`src/sv/hre_pkg.sv`:
```
`timescale 1ns / 1ps

package hre_pkg;

    // Command codes carried in the input tuser field.
    typedef enum logic [1:0] {
        CMD_START = 2'd0,
        CMD_DATA  = 2'd1,
        CMD_END   = 2'd2,
        CMD_NONE  = 2'd3
    } t_cmd;

    // Characters that are not hex digits.
    localparam logic [7:0] CHAR_COLON = 8'h3A;
    localparam logic [7:0] CHAR_CR    = 8'h0D;
    localparam logic [7:0] CHAR_LF    = 8'h0A;

    // One classified job handed from the front end to the character sequencer.
    // Bytes are printed from byte 0 upward, two hex digits each.
    typedef struct packed {
        logic        colon;     // lead the run with ':'
        logic        four;      // four bytes to print, otherwise one
        logic        crlf;      // close the run with CR LF
        logic [31:0] bytes;     // byte 0 in bits [7:0]
    } t_job;

endpackage

```
`src/sv/hre_front.sv`:
```
`timescale 1ns / 1ps

module hre_front (
    input  logic             i_clk,
    input  logic             i_rst_n,
    input  logic             i_valid,
    output logic             o_ready,
    input  logic [1:0]       i_cmd,
    input  logic [7:0]       i_byte_count,
    input  logic [15:0]      i_record_address,
    input  logic [7:0]       i_record_type,
    input  logic             i_no_newline,
    input  logic [7:0]       i_data_byte,
    input  logic             i_q_full,
    output logic             o_push,
    output hre_pkg::t_job    o_job
);

    logic [7:0] r_sum;
    logic [7:0] n_sum;
    logic       r_suppress;
    logic       n_suppress;
    logic       w_accept;
    logic       w_emit;
    hre_pkg::t_cmd w_cmd;

    assign w_cmd    = hre_pkg::t_cmd'(i_cmd);
    assign o_ready  = !i_q_full;
    assign w_accept = i_valid && !i_q_full;
    assign o_push   = w_accept && w_emit;

    // Classify the command, build its job and work out the next running sum.
    always_comb begin
        n_sum      = r_sum;
        n_suppress = r_suppress;
        w_emit     = 1'b1;
        o_job      = '0;
        unique case (w_cmd)
            hre_pkg::CMD_START: begin
                n_sum      = i_byte_count + i_record_address[15:8]
                           + i_record_address[7:0] + i_record_type;
                n_suppress = i_no_newline;
                o_job.colon = 1'b1;
                o_job.four  = 1'b1;
                o_job.bytes = {i_record_type, i_record_address[7:0],
                               i_record_address[15:8], i_byte_count};
            end
            hre_pkg::CMD_DATA: begin
                n_sum       = r_sum + i_data_byte;
                o_job.bytes = {24'd0, i_data_byte};
            end
            hre_pkg::CMD_END: begin
                // Two's complement of the sum; a zero sum gives 00.
                o_job.bytes = {24'd0, 8'd0 - r_sum};
                o_job.crlf  = !r_suppress;
            end
            hre_pkg::CMD_NONE: begin
                w_emit = 1'b0;
            end
            default: begin
                w_emit = 1'b0;
            end
        endcase
    end

    // Running checksum state advances only on an accepted transfer.
    always_ff @(posedge i_clk) begin
        if (!i_rst_n) begin
            r_sum      <= '0;
            r_suppress <= 1'b0;
        end else if (w_accept) begin
            r_sum      <= n_sum;
            r_suppress <= n_suppress;
        end
    end

endmodule

```
`src/sv/hre_fifo.sv`:
```
`timescale 1ns / 1ps

module hre_fifo #(
    parameter int DEPTH = 2
) (
    input  logic             i_clk,
    input  logic             i_rst_n,
    input  logic             i_push,
    input  hre_pkg::t_job    i_job,
    output logic             o_full,
    input  logic             i_pop,
    output logic             o_valid,
    output hre_pkg::t_job    o_job
);

    localparam int AW = (DEPTH > 1) ? $clog2(DEPTH) : 1;
    localparam int CW = $clog2(DEPTH + 1);
    localparam logic [AW-1:0] LAST_SLOT = AW'(DEPTH - 1);
    localparam logic [CW-1:0] FULL_CNT  = CW'(DEPTH);

    hre_pkg::t_job r_slot [DEPTH];
    logic [AW-1:0] r_wr;
    logic [AW-1:0] r_rd;
    logic [CW-1:0] r_cnt;
    logic          w_push;
    logic          w_pop;

    assign o_full  = (r_cnt == FULL_CNT);
    assign o_valid = (r_cnt != '0);
    assign o_job   = r_slot[r_rd];
    assign w_push  = i_push && !o_full;
    assign w_pop   = i_pop && o_valid;

    // Entry storage; no reset needed on payload.
    always_ff @(posedge i_clk) begin
        if (w_push) begin
            r_slot[r_wr] <= i_job;
        end
    end

    // Pointers and fill count.
    always_ff @(posedge i_clk) begin
        if (!i_rst_n) begin
            r_wr  <= '0;
            r_rd  <= '0;
            r_cnt <= '0;
        end else begin
            if (w_push) begin
                r_wr <= (r_wr == LAST_SLOT) ? '0 : r_wr + AW'(1);
            end
            if (w_pop) begin
                r_rd <= (r_rd == LAST_SLOT) ? '0 : r_rd + AW'(1);
            end
            if (w_push && !w_pop) begin
                r_cnt <= r_cnt + CW'(1);
            end else if (w_pop && !w_push) begin
                r_cnt <= r_cnt - CW'(1);
            end
        end
    end

endmodule

```
`src/sv/hre_back.sv`:
```
`timescale 1ns / 1ps

module hre_back (
    input  logic             i_clk,
    input  logic             i_rst_n,
    input  logic             i_valid,
    input  hre_pkg::t_job    i_job,
    output logic             o_pop,
    output logic             o_tvalid,
    input  logic             i_tready,
    output logic [7:0]       o_char,
    output logic             o_last
);

    logic [3:0] r_idx;
    logic [3:0] w_len;
    logic [3:0] w_hexlen;
    logic [3:0] w_pos;
    logic [7:0] w_byte;
    logic [3:0] w_nib;
    logic [7:0] w_char;
    logic       w_last;
    logic       w_adv;
    logic       r_out_valid;
    logic [7:0] r_out_char;
    logic       r_out_last;

    function automatic logic [7:0] hex_char(input logic [3:0] nib);
        logic [7:0] ch;
        if (nib < 4'd10) begin
            ch = 8'h30 + {4'd0, nib};
        end else begin
            ch = 8'h37 + {4'd0, nib};
        end
        return ch;
    endfunction

    // Run length and position of the current character inside the run.
    assign w_hexlen = i_job.four ? 4'd8 : 4'd2;
    assign w_len    = {3'd0, i_job.colon} + w_hexlen + (i_job.crlf ? 4'd2 : 4'd0);
    assign w_pos    = r_idx - {3'd0, i_job.colon};
    assign w_last   = (r_idx == w_len - 4'd1);

    // Pick the byte and nibble that the position points at.
    always_comb begin
        case (w_pos[2:1])
            2'd0:    w_byte = i_job.bytes[7:0];
            2'd1:    w_byte = i_job.bytes[15:8];
            2'd2:    w_byte = i_job.bytes[23:16];
            default: w_byte = i_job.bytes[31:24];
        endcase
        w_nib = w_pos[0] ? w_byte[3:0] : w_byte[7:4];
    end

    // Character select: colon, hex digit, then CR and LF.
    always_comb begin
        if (i_job.colon && (r_idx == 4'd0)) begin
            w_char = hre_pkg::CHAR_COLON;
        end else if (w_pos < w_hexlen) begin
            w_char = hex_char(w_nib);
        end else if (w_pos == w_hexlen) begin
            w_char = hre_pkg::CHAR_CR;
        end else begin
            w_char = hre_pkg::CHAR_LF;
        end
    end

    // One character per cycle whenever the output register is free or draining.
    assign w_adv    = i_valid && (!r_out_valid || i_tready);
    assign o_pop    = w_adv && w_last;
    assign o_tvalid = r_out_valid;
    assign o_char   = r_out_char;
    assign o_last   = r_out_last;

    // Character counter within the current job.
    always_ff @(posedge i_clk) begin
        if (!i_rst_n) begin
            r_idx <= '0;
        end else if (w_adv) begin
            r_idx <= w_last ? 4'd0 : r_idx + 4'd1;
        end
    end

    // Output register.
    always_ff @(posedge i_clk) begin
        if (!i_rst_n) begin
            r_out_valid <= 1'b0;
        end else if (w_adv) begin
            r_out_valid <= 1'b1;
        end else if (i_tready) begin
            r_out_valid <= 1'b0;
        end
    end

    always_ff @(posedge i_clk) begin
        if (w_adv) begin
            r_out_char <= w_char;
            r_out_last <= w_last;
        end
    end

`ifndef SYNTH
    a_idx_in_run: assert property (@(posedge i_clk) disable iff (!i_rst_n)
        i_valid |-> (r_idx < w_len))
        else $error("character index past end of run");

    a_idx_idle_zero: assert property (@(posedge i_clk) disable iff (!i_rst_n)
        !i_valid |-> (r_idx == 4'd0))
        else $error("character index nonzero with no job pending");

    a_idx_restart: assert property (@(posedge i_clk) disable iff (!i_rst_n)
        (w_adv && w_last) |=> (r_idx == 4'd0))
        else $error("run did not restart after its last character");

    a_idx_step: assert property (@(posedge i_clk) disable iff (!i_rst_n)
        (w_adv && !w_last) |=> (r_idx == $past(r_idx) + 4'd1))
        else $error("character index did not step by one");
`endif

endmodule

```
`src/sv/hex_record_encoder_core.sv`:
```
`timescale 1ns / 1ps
// Hex object-file record encoder, one ASCII character per output transfer.
// Input channel (s): tuser carries the command (start, data, end; code 3
// is accepted and dropped). tdata carries the record fields, see below.
// Output channel (m): tdata is the character, tlast marks the last
// character caused by one input command.
// A start command prints ':' and eight hex digits (9 characters) and seeds
// the byte sum; a data command prints two digits; an end command prints the
// checksum as two digits, then CR LF unless the start asked to omit them.
// With nothing queued ahead, a command's job is first written into the job
// queue and its first character is then registered in the output register.
// Throughput: one character per cycle while the output is not stalled, set
// by the single output register of the character sequencer. The front end
// and a small job queue keep accepting commands while the output is stalled,
// until the queue fills.
// Reset clears the byte sum, the newline flag, the queue and the output.

module hex_record_encoder_core #(
    parameter int QUEUE_DEPTH = 2
) (
    input  logic        i_clk,
    input  logic        i_rst_n,
    input  logic        i_s_tvalid,
    output logic        o_s_tready,
    // [7:0] byte_count, [23:8] record_address, [31:24] record_type,
    // [32] no_newline, [40:33] data_byte, [47:41] zero
    input  logic [47:0] i_s_tdata,
    // [1:0] cmd
    input  logic [1:0]  i_s_tuser,
    output logic        o_m_tvalid,
    input  logic        i_m_tready,
    // [7:0] ascii_char
    output logic [7:0]  o_m_tdata,
    output logic        o_m_tlast
);

    logic          w_q_full;
    logic          w_push;
    logic          w_pop;
    logic          w_head_valid;
    hre_pkg::t_job w_in_job;
    hre_pkg::t_job w_head_job;

    hre_front u_front (
        .i_clk            (i_clk),
        .i_rst_n          (i_rst_n),
        .i_valid          (i_s_tvalid),
        .o_ready          (o_s_tready),
        .i_cmd            (i_s_tuser),
        .i_byte_count     (i_s_tdata[7:0]),
        .i_record_address (i_s_tdata[23:8]),
        .i_record_type    (i_s_tdata[31:24]),
        .i_no_newline     (i_s_tdata[32]),
        .i_data_byte      (i_s_tdata[40:33]),
        .i_q_full         (w_q_full),
        .o_push           (w_push),
        .o_job            (w_in_job)
    );

    hre_fifo #(
        .DEPTH (QUEUE_DEPTH)
    ) u_fifo (
        .i_clk   (i_clk),
        .i_rst_n (i_rst_n),
        .i_push  (w_push),
        .i_job   (w_in_job),
        .o_full  (w_q_full),
        .i_pop   (w_pop),
        .o_valid (w_head_valid),
        .o_job   (w_head_job)
    );

    hre_back u_back (
        .i_clk    (i_clk),
        .i_rst_n  (i_rst_n),
        .i_valid  (w_head_valid),
        .i_job    (w_head_job),
        .o_pop    (w_pop),
        .o_tvalid (o_m_tvalid),
        .i_tready (i_m_tready),
        .o_char   (o_m_tdata),
        .o_last   (o_m_tlast)
    );

endmodule
```
`config.mk`:
```
export PLATFORM = sky130hd
export DESIGN_NAME = hex_record_encoder_core
export DESIGN_NICKNAME = d
export VERILOG_FILES = /design/src/sv/hre_pkg.sv /design/src/sv/hre_front.sv /design/src/sv/hre_fifo.sv /design/src/sv/hre_back.sv /design/src/sv/hex_record_encoder_core.sv
export SDC_FILE = /design/constraint.sdc
export NUM_CORES = 1
export LEC_CHECK = 0
export ABC_AREA = 0
export BUFFER_PORTS_ARGS = -buffer_cell sky130_fd_sc_hd__buf_4
export CAP_MARGIN = 15
export CORE_MARGIN = 3
export CORE_UTILIZATION = 50
export CTS_BUF_LIST = sky130_fd_sc_hd__clkbuf_8
export DETAILED_ROUTE_END_ITERATION = 16
export PLACE_DENSITY_LB_ADDON = 0.3
export SYNTH_ARGS = -nofsm -noshare
export SYNTH_HDL_FRONTEND = slang
export SYNTH_SLANG_ARGS = --single-unit
```
`constraint.sdc`:
```
create_clock -name i_clk -period 3.4 [get_ports i_clk]
set_input_delay 0.68 -clock i_clk [delete_from_list [all_inputs] [get_ports i_clk]]
set_output_delay 0.68 -clock i_clk [all_outputs]
set_load 0.02 [all_outputs]
```
Word-level counts from Yosys, hierarchy flattened
Memories as Yosys holds them, arrays and structs flattened. A register that Yosys moved wholly into a read port is not among the register bits.
Cells that the tools add are included.

storage, ports and cells
  register bits after elaboration = 27
  memory bits (writable) = 70
  input port bits = 54
  output and inout port bits = 11
  word-level logic and storage cells = 83
  memories = 1

memories
  name           words  bits a word  read ports  clocked after memory_dff  wr ports  line            RTL
  u_fifo.r_slot  2      35           1           1                         1         hre_fifo.sv:21  hre_pkg::t_job r_slot [DEPTH];

cells by class
  add/subtract/negate cells = 16
  magnitude comparators = 2
  eq/ne operators = 8
  mux-type cells = 23
  reductions and logical operators = 24

operator list
  kind                                                 count
  one-hot mux 32 bit (3 select lines)                  1
  adder 8 bit                                          4
  one-hot mux 8 bit (3 select lines)                   1
  2-to-1 mux 8 bit                                     2
  one-hot mux 8 bit (2 select lines)                   1
  adder 6 x 4 -> 7 bit, first input constant           2
  2-to-1 mux 4 bit                                     3
  2-to-1 mux 1 bit                                     10
  logical AND 1 bit                                    9
  equality test 2 bit, second input constant           4
  equality test 4 bit                                  2
  2-to-1 mux 2 bit                                     4
  nonzero test 2 bit                                   4
  subtractor 1 x 8 -> 8 bit, first input constant      1
  zero test 1 bit                                      5
  adder 1 x 4 -> 4 bit                                 1
  adder 4 x 1 -> 4 bit, second input constant          1
  adder 4 bit                                          1
  equality test 2 x 1 -> 1 bit, second input constant  2
  zero test 2 bit                                      2
  zero test 4 bit                                      1
  < comparator 4 bit                                   1
  < comparator 4 bit, second input constant            1
  AND reduction 2 bit                                  2
  7 further kinds                                      8

Logic depth before layout (Yosys ltp)
Gate-level depths: netlist (run 1).

  depth after elaboration = 10
  gate-level depth with buffers = 16
  gate-level depth less buffers = 13

Hierarchy
A second synthesis (run 1) with hierarchy kept.

unflattened totals
  cells, all modules = 562
  area, all modules = 6087.1 sq um

by module, submodules not included
  module     times used  cells an instance  area an instance (sq um)  sequential area each (sq um)
  hre_fifo   1           134                2760.1                    2202.1
  hre_front  1           240                1849.3                    180.2
  hre_back   1           188                1477.7                    340.3

Least setup slack after synthesis (run 1)
No wires, ideal clock.

  path kind = register to register
  from = reg (tool-made name)
  to = reg u_back.r_out_char[2] (netlist: u_back.o_char[2]) (data pin)
  library setup time = 0.259 ns
  arrival time = 3.242 ns
  data required time = 3.141 ns
  setup slack = -0.101 ns
  stages on the path, launching flop included = 15
  buffers on the path = 2
  clock period less this slack = 3.501 ns
  cell sequence = dfxtp_1 > buf_6 > buf_12 > mux2i_2 > inv_1 > ha_1 > ha_1 > xor2_4 > mux4_1 > a22oi_2 > inv_1 > ha_1 > nand3_1 > nor2_1 > a211o_1

RTL lines
  element                 line            RTL
  end signal: assignment  hre_back.sv:97  r_out_char <= w_char;
  end: declaration        hre_back.sv:25  logic [7:0] r_out_char;

Final worst setup path (run 1)
  from = in i_s_tdata[9]
  to = reg u_front.r_sum[7]

between the ends
  longest elaborated chain between the ends = 3

ends and longest elaborated chain
  element                             line                           RTL
  start: declaration                  hex_record_encoder_core.sv:27  input logic [47:0] i_s_tdata,
  adder 8 bit (2 in a row)            hre_front.sv:41                + i_record_address[7:0] + i_record_type;
  one-hot mux 8 bit (2 select lines)  hre_front.sv:38                unique case (w_cmd)
  end signal: assignment              hre_front.sv:72                r_sum <= n_sum;
  end: declaration                    hre_front.sv:19                logic [7:0] r_sum;

No other way between the ends.
A chain may end at the register's enable or synchronous reset.

==> results of run 1 <==
worst max-delay path, delay by kind of cell:
family | cells | cell delay, ps
adders and majority gates | 4 | 1560
xor gates and xnor gates | 1 | 140
buffers and inverters | 3 | 240
AOI/OAI and AO/OA | 5 | 890
logic make-up after synthesis:
kind of cell,after synthesis
AND/OR/NAND/NOR,124
buffers and inverters,67
adder cells (fa/ha/maj),38
AO/OA/AOI/OAI,76
other,1
XOR/XNOR,33
multiplexers,36
flip-flops,95
cells in the final DEF, fill, tap and decap left out, drive strengths merged, types with 3 or more instances in the layout:
cell      n
buf      74
o211ai    4
nor2     28
edfxtp   76
a311oi    3
nand3     8
o21a      3
fa       15
o22ai     8
a21oi    19
nand2b    8
dfxtp    19
a21o      7
nor3     26
a2111oi   4
nor2b     6
mux2i    23
o21bai    3
mux4      8
inv      48
clkbuf    9
and2     10
o21ai    13
ha       23
mux2      5
xor2     14
xnor2    19
clkinv    3
nand2    24
or3       3
a211oi    4
final cells by class:
cell class	instances	area [µm²]	area share, %
timing repair buffer	74	556	8.77
sequential	95	2660	42.1
clock buffer	9	124	1.96
inverter	46	173	2.73
tap	136	170	2.69
clock inverter	7	40.0	0.632
multi-input combinational	308	2610	41.2
registers in the layout (all words and copies together), names as in the netlist, named ones only:
name,cells
u_front.r_suppress,1
u_fifo.r_wr,1
u_back.o_char,7
u_fifo.r_rd,1
u_back.o_tvalid,1
u_fifo.r_cnt,2
u_fifo.r_slot,68
u_back.o_last,1
u_back.r_idx,4
u_front.r_sum,8
metal layers:
metal,up-vias,GRT usage (%),routed length [µm]
met1,1860,25.7,4910
met4,0,5.27,108
met3,8,3.59,596
met5,-,0,0
li1,1802,-,-
met2,94,33.2,5920
power by group through the flow:
stage,clock network (mW),registers (mW),logic [mW]
finish,0.647,1.58,1.98
global route,0.714,1.60,2.19
CTS,0.663,1.58,1.97
global placement,0,1.59,1.89
detailed placement,0,1.61,1.95
floorplan,0,1.66,1.42
worst paths after layout:
kind | endpoint | startpoint | cells past startpoint
setup reg to reg | u_back.o_char[0]$_SDFFCE_PP0P_ | flop | 12
hold reg to reg | u_front.r_suppress$_SDFFE_PN0P_ | u_front.r_suppress$_SDFFE_PN0P_ | 2
hold / removal | u_front.r_suppress$_SDFFE_PN0P_ | u_front.r_suppress$_SDFFE_PN0P_ | 2
setup / recovery | u_front.r_sum[7]$_SDFFE_PN0P_ | i_s_tdata[9] | 13
per-stage QoR:
step,instances,power (mW),TNS (ps)
global route,675,4.50,0
global placement,656,3.49,-159
finish,675,4.20,0
detailed placement,656,3.56,-256
CTS,672,4.21,0
floorplan,470,3.08,0
repair_timing:
item,in CTS,in global routing
hold buffers,0,0
hold endpoints to repair,0,0
buffers inserted,0,3
endpoints found under the setup margin,0,3
==> flow_metrics.env, run 1 <==
export IMPL_dp_slack_ps=-256
export IMPL_fin_nets=626
export IMPL_worst_slew_pin_slew_ps=919
export IMPL_crit_chain="buf_4 -> inv_1 -> fa_1 -> fa_1 -> inv_1 -> ha_1 -> fa_1 -> a211oi_1 -> o21bai_1 -> a21oi_1 -> xnor2_1 -> o211ai_1 -> o21ai_0"
export IMPL_startpoint_type="input pin"
export IMPL_p_per_area_nw_per_um2=664
export IMPL_core_region_area_um2=10600
export IMPL_rows=37
export IMPL_wire_per_inst_um=17.1
export IMPL_insertion_delay_ps=350
export IMPL_power_leakage_nw=2.50
export IMPL_gr_total_overflow=0
export IMPL_yosysSeqAreaShare_pct=47.8
export IMPL_via_count=3764
export IMPL_areaGrowthSynthToFinish_pct=13.7
export IMPL_ys_types=62
export IMPL_synth_top_area_cell="edfxtp_1"
export IMPL_hold_viol_final=0
export IMPL_first_pass_iters=4
export IMPL_synth_cells=470
export IMPL_status="complete, no violations"
export IMPL_drt_iter0_markers=181
export IMPL_cap_violations=0
export IMPL_synth_mux_area_share_pct=8.58
export IMPL_path_clk_slew_ps=90
export IMPL_async_flop_share_pct=0
export IMPL_cts_buffer_depth=2
export IMPL_die_y_um=112
export IMPL_htree_levels=3
export IMPL_critical_path_required_ps=3690
export IMPL_p_clk_share_pct=15.4
export IMPL_io_pins=65
export IMPL_ctsResizeCount=0
export IMPL_final_util_pct=60.0
export IMPL_setup_slack_ps=165
export IMPL_die_width_um=112
export IMPL_port_buffers=56
export IMPL_synth_compound_area_share_pct=10.0
export IMPL_dp_hpwl_mm=8.82
export IMPL_viasPerCell=5.58
export IMPL_ff2ff_setup_slack_ps=260
export IMPL_netSwitchingFraction_pct=36.9
export IMPL_max_freq_mhz=309
export IMPL_final_antenna_net_count=0
export IMPL_fill_cells=885
export IMPL_cp_arrival_ps=3520
export IMPL_max_stage_delay_ps=530
export IMPL_comb_power_share_pct=47.1
export IMPL_wl_mm=11.5
export IMPL_synth_area_um2=5570
export IMPL_post_synth_cell_area_avg_um2=11.8
export IMPL_route_detailed_drc=0
export IMPL_min_path_type="reg2reg"
export IMPL_synth_edff_count=76
export IMPL_design_area_um2=6330
export IMPL_grt_first_pass_wirelength_mm=19.2
export IMPL_clock_sinks=95
export IMPL_grtUsageTotal_pct=19.5
export IMPL_grt_max_degree=35
export IMPL_end_kind="flop"
export IMPL_fin_skew_ps=6.72
export IMPL_yosys_area_share_simple_pct=11.4
export IMPL_cts_buffers=9
export IMPL_path_common_cell="fa_1"
export IMPL_root_buffer="clkbuf_8"
export IMPL_ys_ff_latch=95
export IMPL_grt_pass1_vias=3807
export IMPL_final_layout_size_suffix_gt1_share_pct=22.3
export IMPL_p_int_mw=2.65
export IMPL_die_area_um2=12400
export IMPL_p_switching_mw=1.55
export IMPL_synth_top_area_share_pct=41.0
export IMPL_drv_slew=0
export IMPL_antenna_found_initial=0
export IMPL_whs_ps=509
export IMPL_ir_worst_vdd_uv=357
export IMPL_p_seq_share_pct=37.5
export IMPL_gp_routability_congestion=0.900
export IMPL_crit_path_max_fanout=2
export IMPL_cts_tree="done"
export IMPL_worstSetupPathType="in2reg"
export IMPL_setup_viol=0
export IMPL_rsz0062_at_grt="false"
export IMPL_synth_ff_type="edfxtp_1"
export IMPL_initial_utilization_pct=52.8
export IMPL_synth_xor_area_share_pct=5.66
export IMPL_place_area_um2=6140
export IMPL_synthAdderAreaFrac_pct=10.6
export IMPL_antenna_cells=0
export IMPL_synth_common_cells="76 x edfxtp_1, 46 x inv_1, 27 x nor2_1"
export IMPL_slowest_stage="fa_1"
export IMPL_synth_fp_nets=562
export IMPL_synth_most_common_cell="edfxtp_1"
export IMPL_synth_top_family_by_area="simple AND/OR/NAND/NOR gates"
export IMPL_fin_crit_ps=3240
export IMPL_yosysWarningCount=0
export IMPL_synthTopCellsByArea="edfxtp_1 41%, dfxtp_1 6.8%, fa_1 5.4%, ha_1 5.2%, mux2i_1 4.0%"
export IMPL_fin_crit_sh_pct=95.2
export IMPL_slew_headroom_pct=37.9
Power figures use the tool's default switching activity.
==> run 2: changes to the inputs <==
--- a/config.mk
+++ b/config.mk
@@ -13,6 +13,7 @@
 export CTS_BUF_LIST = sky130_fd_sc_hd__clkbuf_8
 export DETAILED_ROUTE_END_ITERATION = 16
 export PLACE_DENSITY_LB_ADDON = 0.3
+export REMOVE_ABC_BUFFERS = 1
 export SYNTH_ARGS = -nofsm -noshare
 export SYNTH_HDL_FRONTEND = slang
 export SYNTH_SLANG_ARGS = --single-unit
==> run 2 against run 1 <==
Compared with the run above:
- utilization increased by 0.60 points
- critical endpoint is now u_back.o_char[2]$_SDFFCE_PP0P_
- non-clock buffer count increased by 1
- flip-flop and latch count unchanged
- die area unchanged
- highest routed layer unchanged
- first-iteration DRC count increased by 7.2%
- sequential share of layout area decreased by 0.42 points
- via count increased by 0.40%
- clock skew increased by 4.8 ps
==> flow_metrics.env, run 2 (synthesis gave the netlist of run 1 again) <==
export IMPL_dp_hpwl_mm=8.91
export IMPL_fin_crit_sh_pct=94.8
export IMPL_gp_routability_congestion=0.876
export IMPL_fin_crit_ps=3220
export IMPL_fill_cells=879
export IMPL_core_region_area_um2=10600
export IMPL_antenna_found_initial=0
export IMPL_status="complete, no violations"
export IMPL_cts_tree="done"
export IMPL_ir_worst_vdd_uv=376
export IMPL_cts_buffer_depth=2
export IMPL_grt_first_pass_wirelength_mm=19.6
export IMPL_max_freq_mhz=310
export IMPL_cp_arrival_ps=3340
export IMPL_rows=37
export IMPL_die_y_um=112
export IMPL_drv_slew=0
export IMPL_largest_reg_flops=68
export IMPL_final_antenna_net_count=0
export IMPL_path_clk_slew_ps=100
export IMPL_rsz0062_at_grt="false"
export IMPL_power_leakage_nw=2.55
export IMPL_wl_met3_um=629
export IMPL_fin_nets=627
export IMPL_multi_input_area_um2=2580
export IMPL_layout_common_cells="76 x edfxtp_1, 74 x buf_4, 46 x inv_1"
export IMPL_crit_chain="mux2i_2 -> inv_1 -> ha_1 -> ha_1 -> nand2b_1 -> mux4_1 -> a22oi_2 -> inv_1 -> ha_1 -> nand3_1 -> nor2_1 -> a211o_1"
export IMPL_via_count=3779
export IMPL_grt_pass1_vias=3955
export IMPL_grt_max_degree=36
export IMPL_cts_buffers=9
export IMPL_min_path_type="reg2reg"
export IMPL_wire_per_inst_um=17.6
export IMPL_met2WireLength_mm=5.84
export IMPL_die_area_um2=12400
export IMPL_die_width_um=112
export IMPL_cap_violations=0
export IMPL_drt_iter0_markers=194
export IMPL_antenna_cells=0
export IMPL_dp_slack_ps=-264
export IMPL_wl_mm=11.9
export IMPL_hold_viol_final=0
export IMPL_p_per_area_nw_per_um2=689
export IMPL_post_cts_buffers=0
export IMPL_setup_slack_ps=177
export IMPL_max_stage_delay_ps=510
export IMPL_root_buffer="clkbuf_8"
export IMPL_maxUsedRoutingLayer="met4"
export IMPL_port_buffers=56
export IMPL_htree_levels=3
export IMPL_io_pins=65
export IMPL_grtUsageTotal_pct=19.8
export IMPL_place_area_um2=6160
export IMPL_layout_commonest_cell="edfxtp_1"
export IMPL_setup_viol=0
export IMPL_whs_ps=522
export IMPL_largest_register="u_fifo.r_slot"
export IMPL_critPathBufInv=2
export IMPL_path_common_cell="ha_1"
export IMPL_design_area_um2=6390
export IMPL_slowest_stage="mux4_1"
export IMPL_areaGrowthSynthToFinish_pct=14.8
export IMPL_worst_slew_pin_slew_ps=834
export IMPL_initial_utilization_pct=52.8
export IMPL_clock_sinks=95
export IMPL_viasPerCell=5.59
export IMPL_startpoint_type="flop"
export IMPL_end_kind="flop"
export IMPL_critical_path_top_delay_family="adder cells"
export IMPL_wirelength_met1_mm=5.17
export IMPL_worstSetupPathType="reg2reg"
export IMPL_register_area_um2=2660
export IMPL_final_layout_size_suffix_gt1_share_pct=22.6
export IMPL_insertion_delay_ps=360
export IMPL_slew_headroom_pct=43.6
export IMPL_fin_skew_ps=11.5
export IMPL_route_detailed_drc=0
export IMPL_first_pass_iters=4
export IMPL_critical_path_required_ps=3520
export IMPL_gr_total_overflow=0
export IMPL_crit_path_max_fanout=11
export IMPL_cts_hold_buf=0
[run 2: cell types whose count changed in the layout (fill, tap and decap cells not counted), sizes merged]
cell	previous run	this run
clkbuf	9	10
bufinv	0	2
buf	74	75
clkinv	3	2
clkinvlp	2	0
[run 2: worst register-to-register path, cell delays in order, from the launching register on]
cell,delay [ps]
dfxtp_1,380
mux2i_2,250
inv_1,60
ha_1,190
ha_1,430
nand2b_1,220
mux4_1,510
a22oi_2,220
inv_1,70
ha_1,230
nand3_1,80
nor2_1,40
a211o_1,300
[run 2: path summary, 6_finish.rpt]
check	end	slack [ps]	cells after the start	start
min reg2reg	u_fifo.r_rd$_SDFFE_PN0P_	520	2	u_fifo.r_rd$_SDFFE_PN0P_
max	u_back.o_char[2]$_SDFFCE_PP0P_	180	12	flop
max reg2reg	u_back.o_char[2]$_SDFFCE_PP0P_	180	12	flop
min	u_fifo.r_rd$_SDFFE_PN0P_	520	2	u_fifo.r_rd$_SDFFE_PN0P_
[run 2: layout make-up]
type / count / share of cell area (%)
Multi-Input combinational cell: 308 / 40.4
Inverter: 46 / 2.70
Sequential cell: 95 / 41.6
Clock buffer: 10 / 2.15
Clock inverter: 6 / 1.43
Timing Repair Buffer: 75 / 9.00
Tap cell: 136 / 2.66
[run 2: layer usage]
metal | track usage (%) | vias to the layer above
li1 | - | 1804
met1 | 25.9 | 1836
met2 | 32.9 | 114
met3 | 4.57 | 25
met4 | 6.65 | 0
met5 | 0 | -
[run 2: power breakdown]
| group | leakage (nW) | switching, mW | internal, mW |
|---|---|---|---|
| clock network | 0.119 | 0.407 | 0.440 |
| logic | 1.55 | 1.09 | 0.894 |
| registers | 0.876 | 0.0805 | 1.50 |
[run 2: timing repair]
| item | in CTS | in global routing |
|---|---|---|
| hold endpoints to repair | 0 | 0 |
| resized for setup | 0 | 2 |
| setup endpoints to repair | 0 | 1 |
[run 2: metrics by stage]
step	setup TNS (ps)	total power [mW]	cells	utilization, %
after CTS	0	4.43	676	60.5
final	0	4.41	676	60.6
after global routing	0	4.70	676	60.6
after floorplan	-4350	2.97	449	-
after global placement	-161	3.53	660	58.4
after detailed placement	-264	3.58	660	58.4
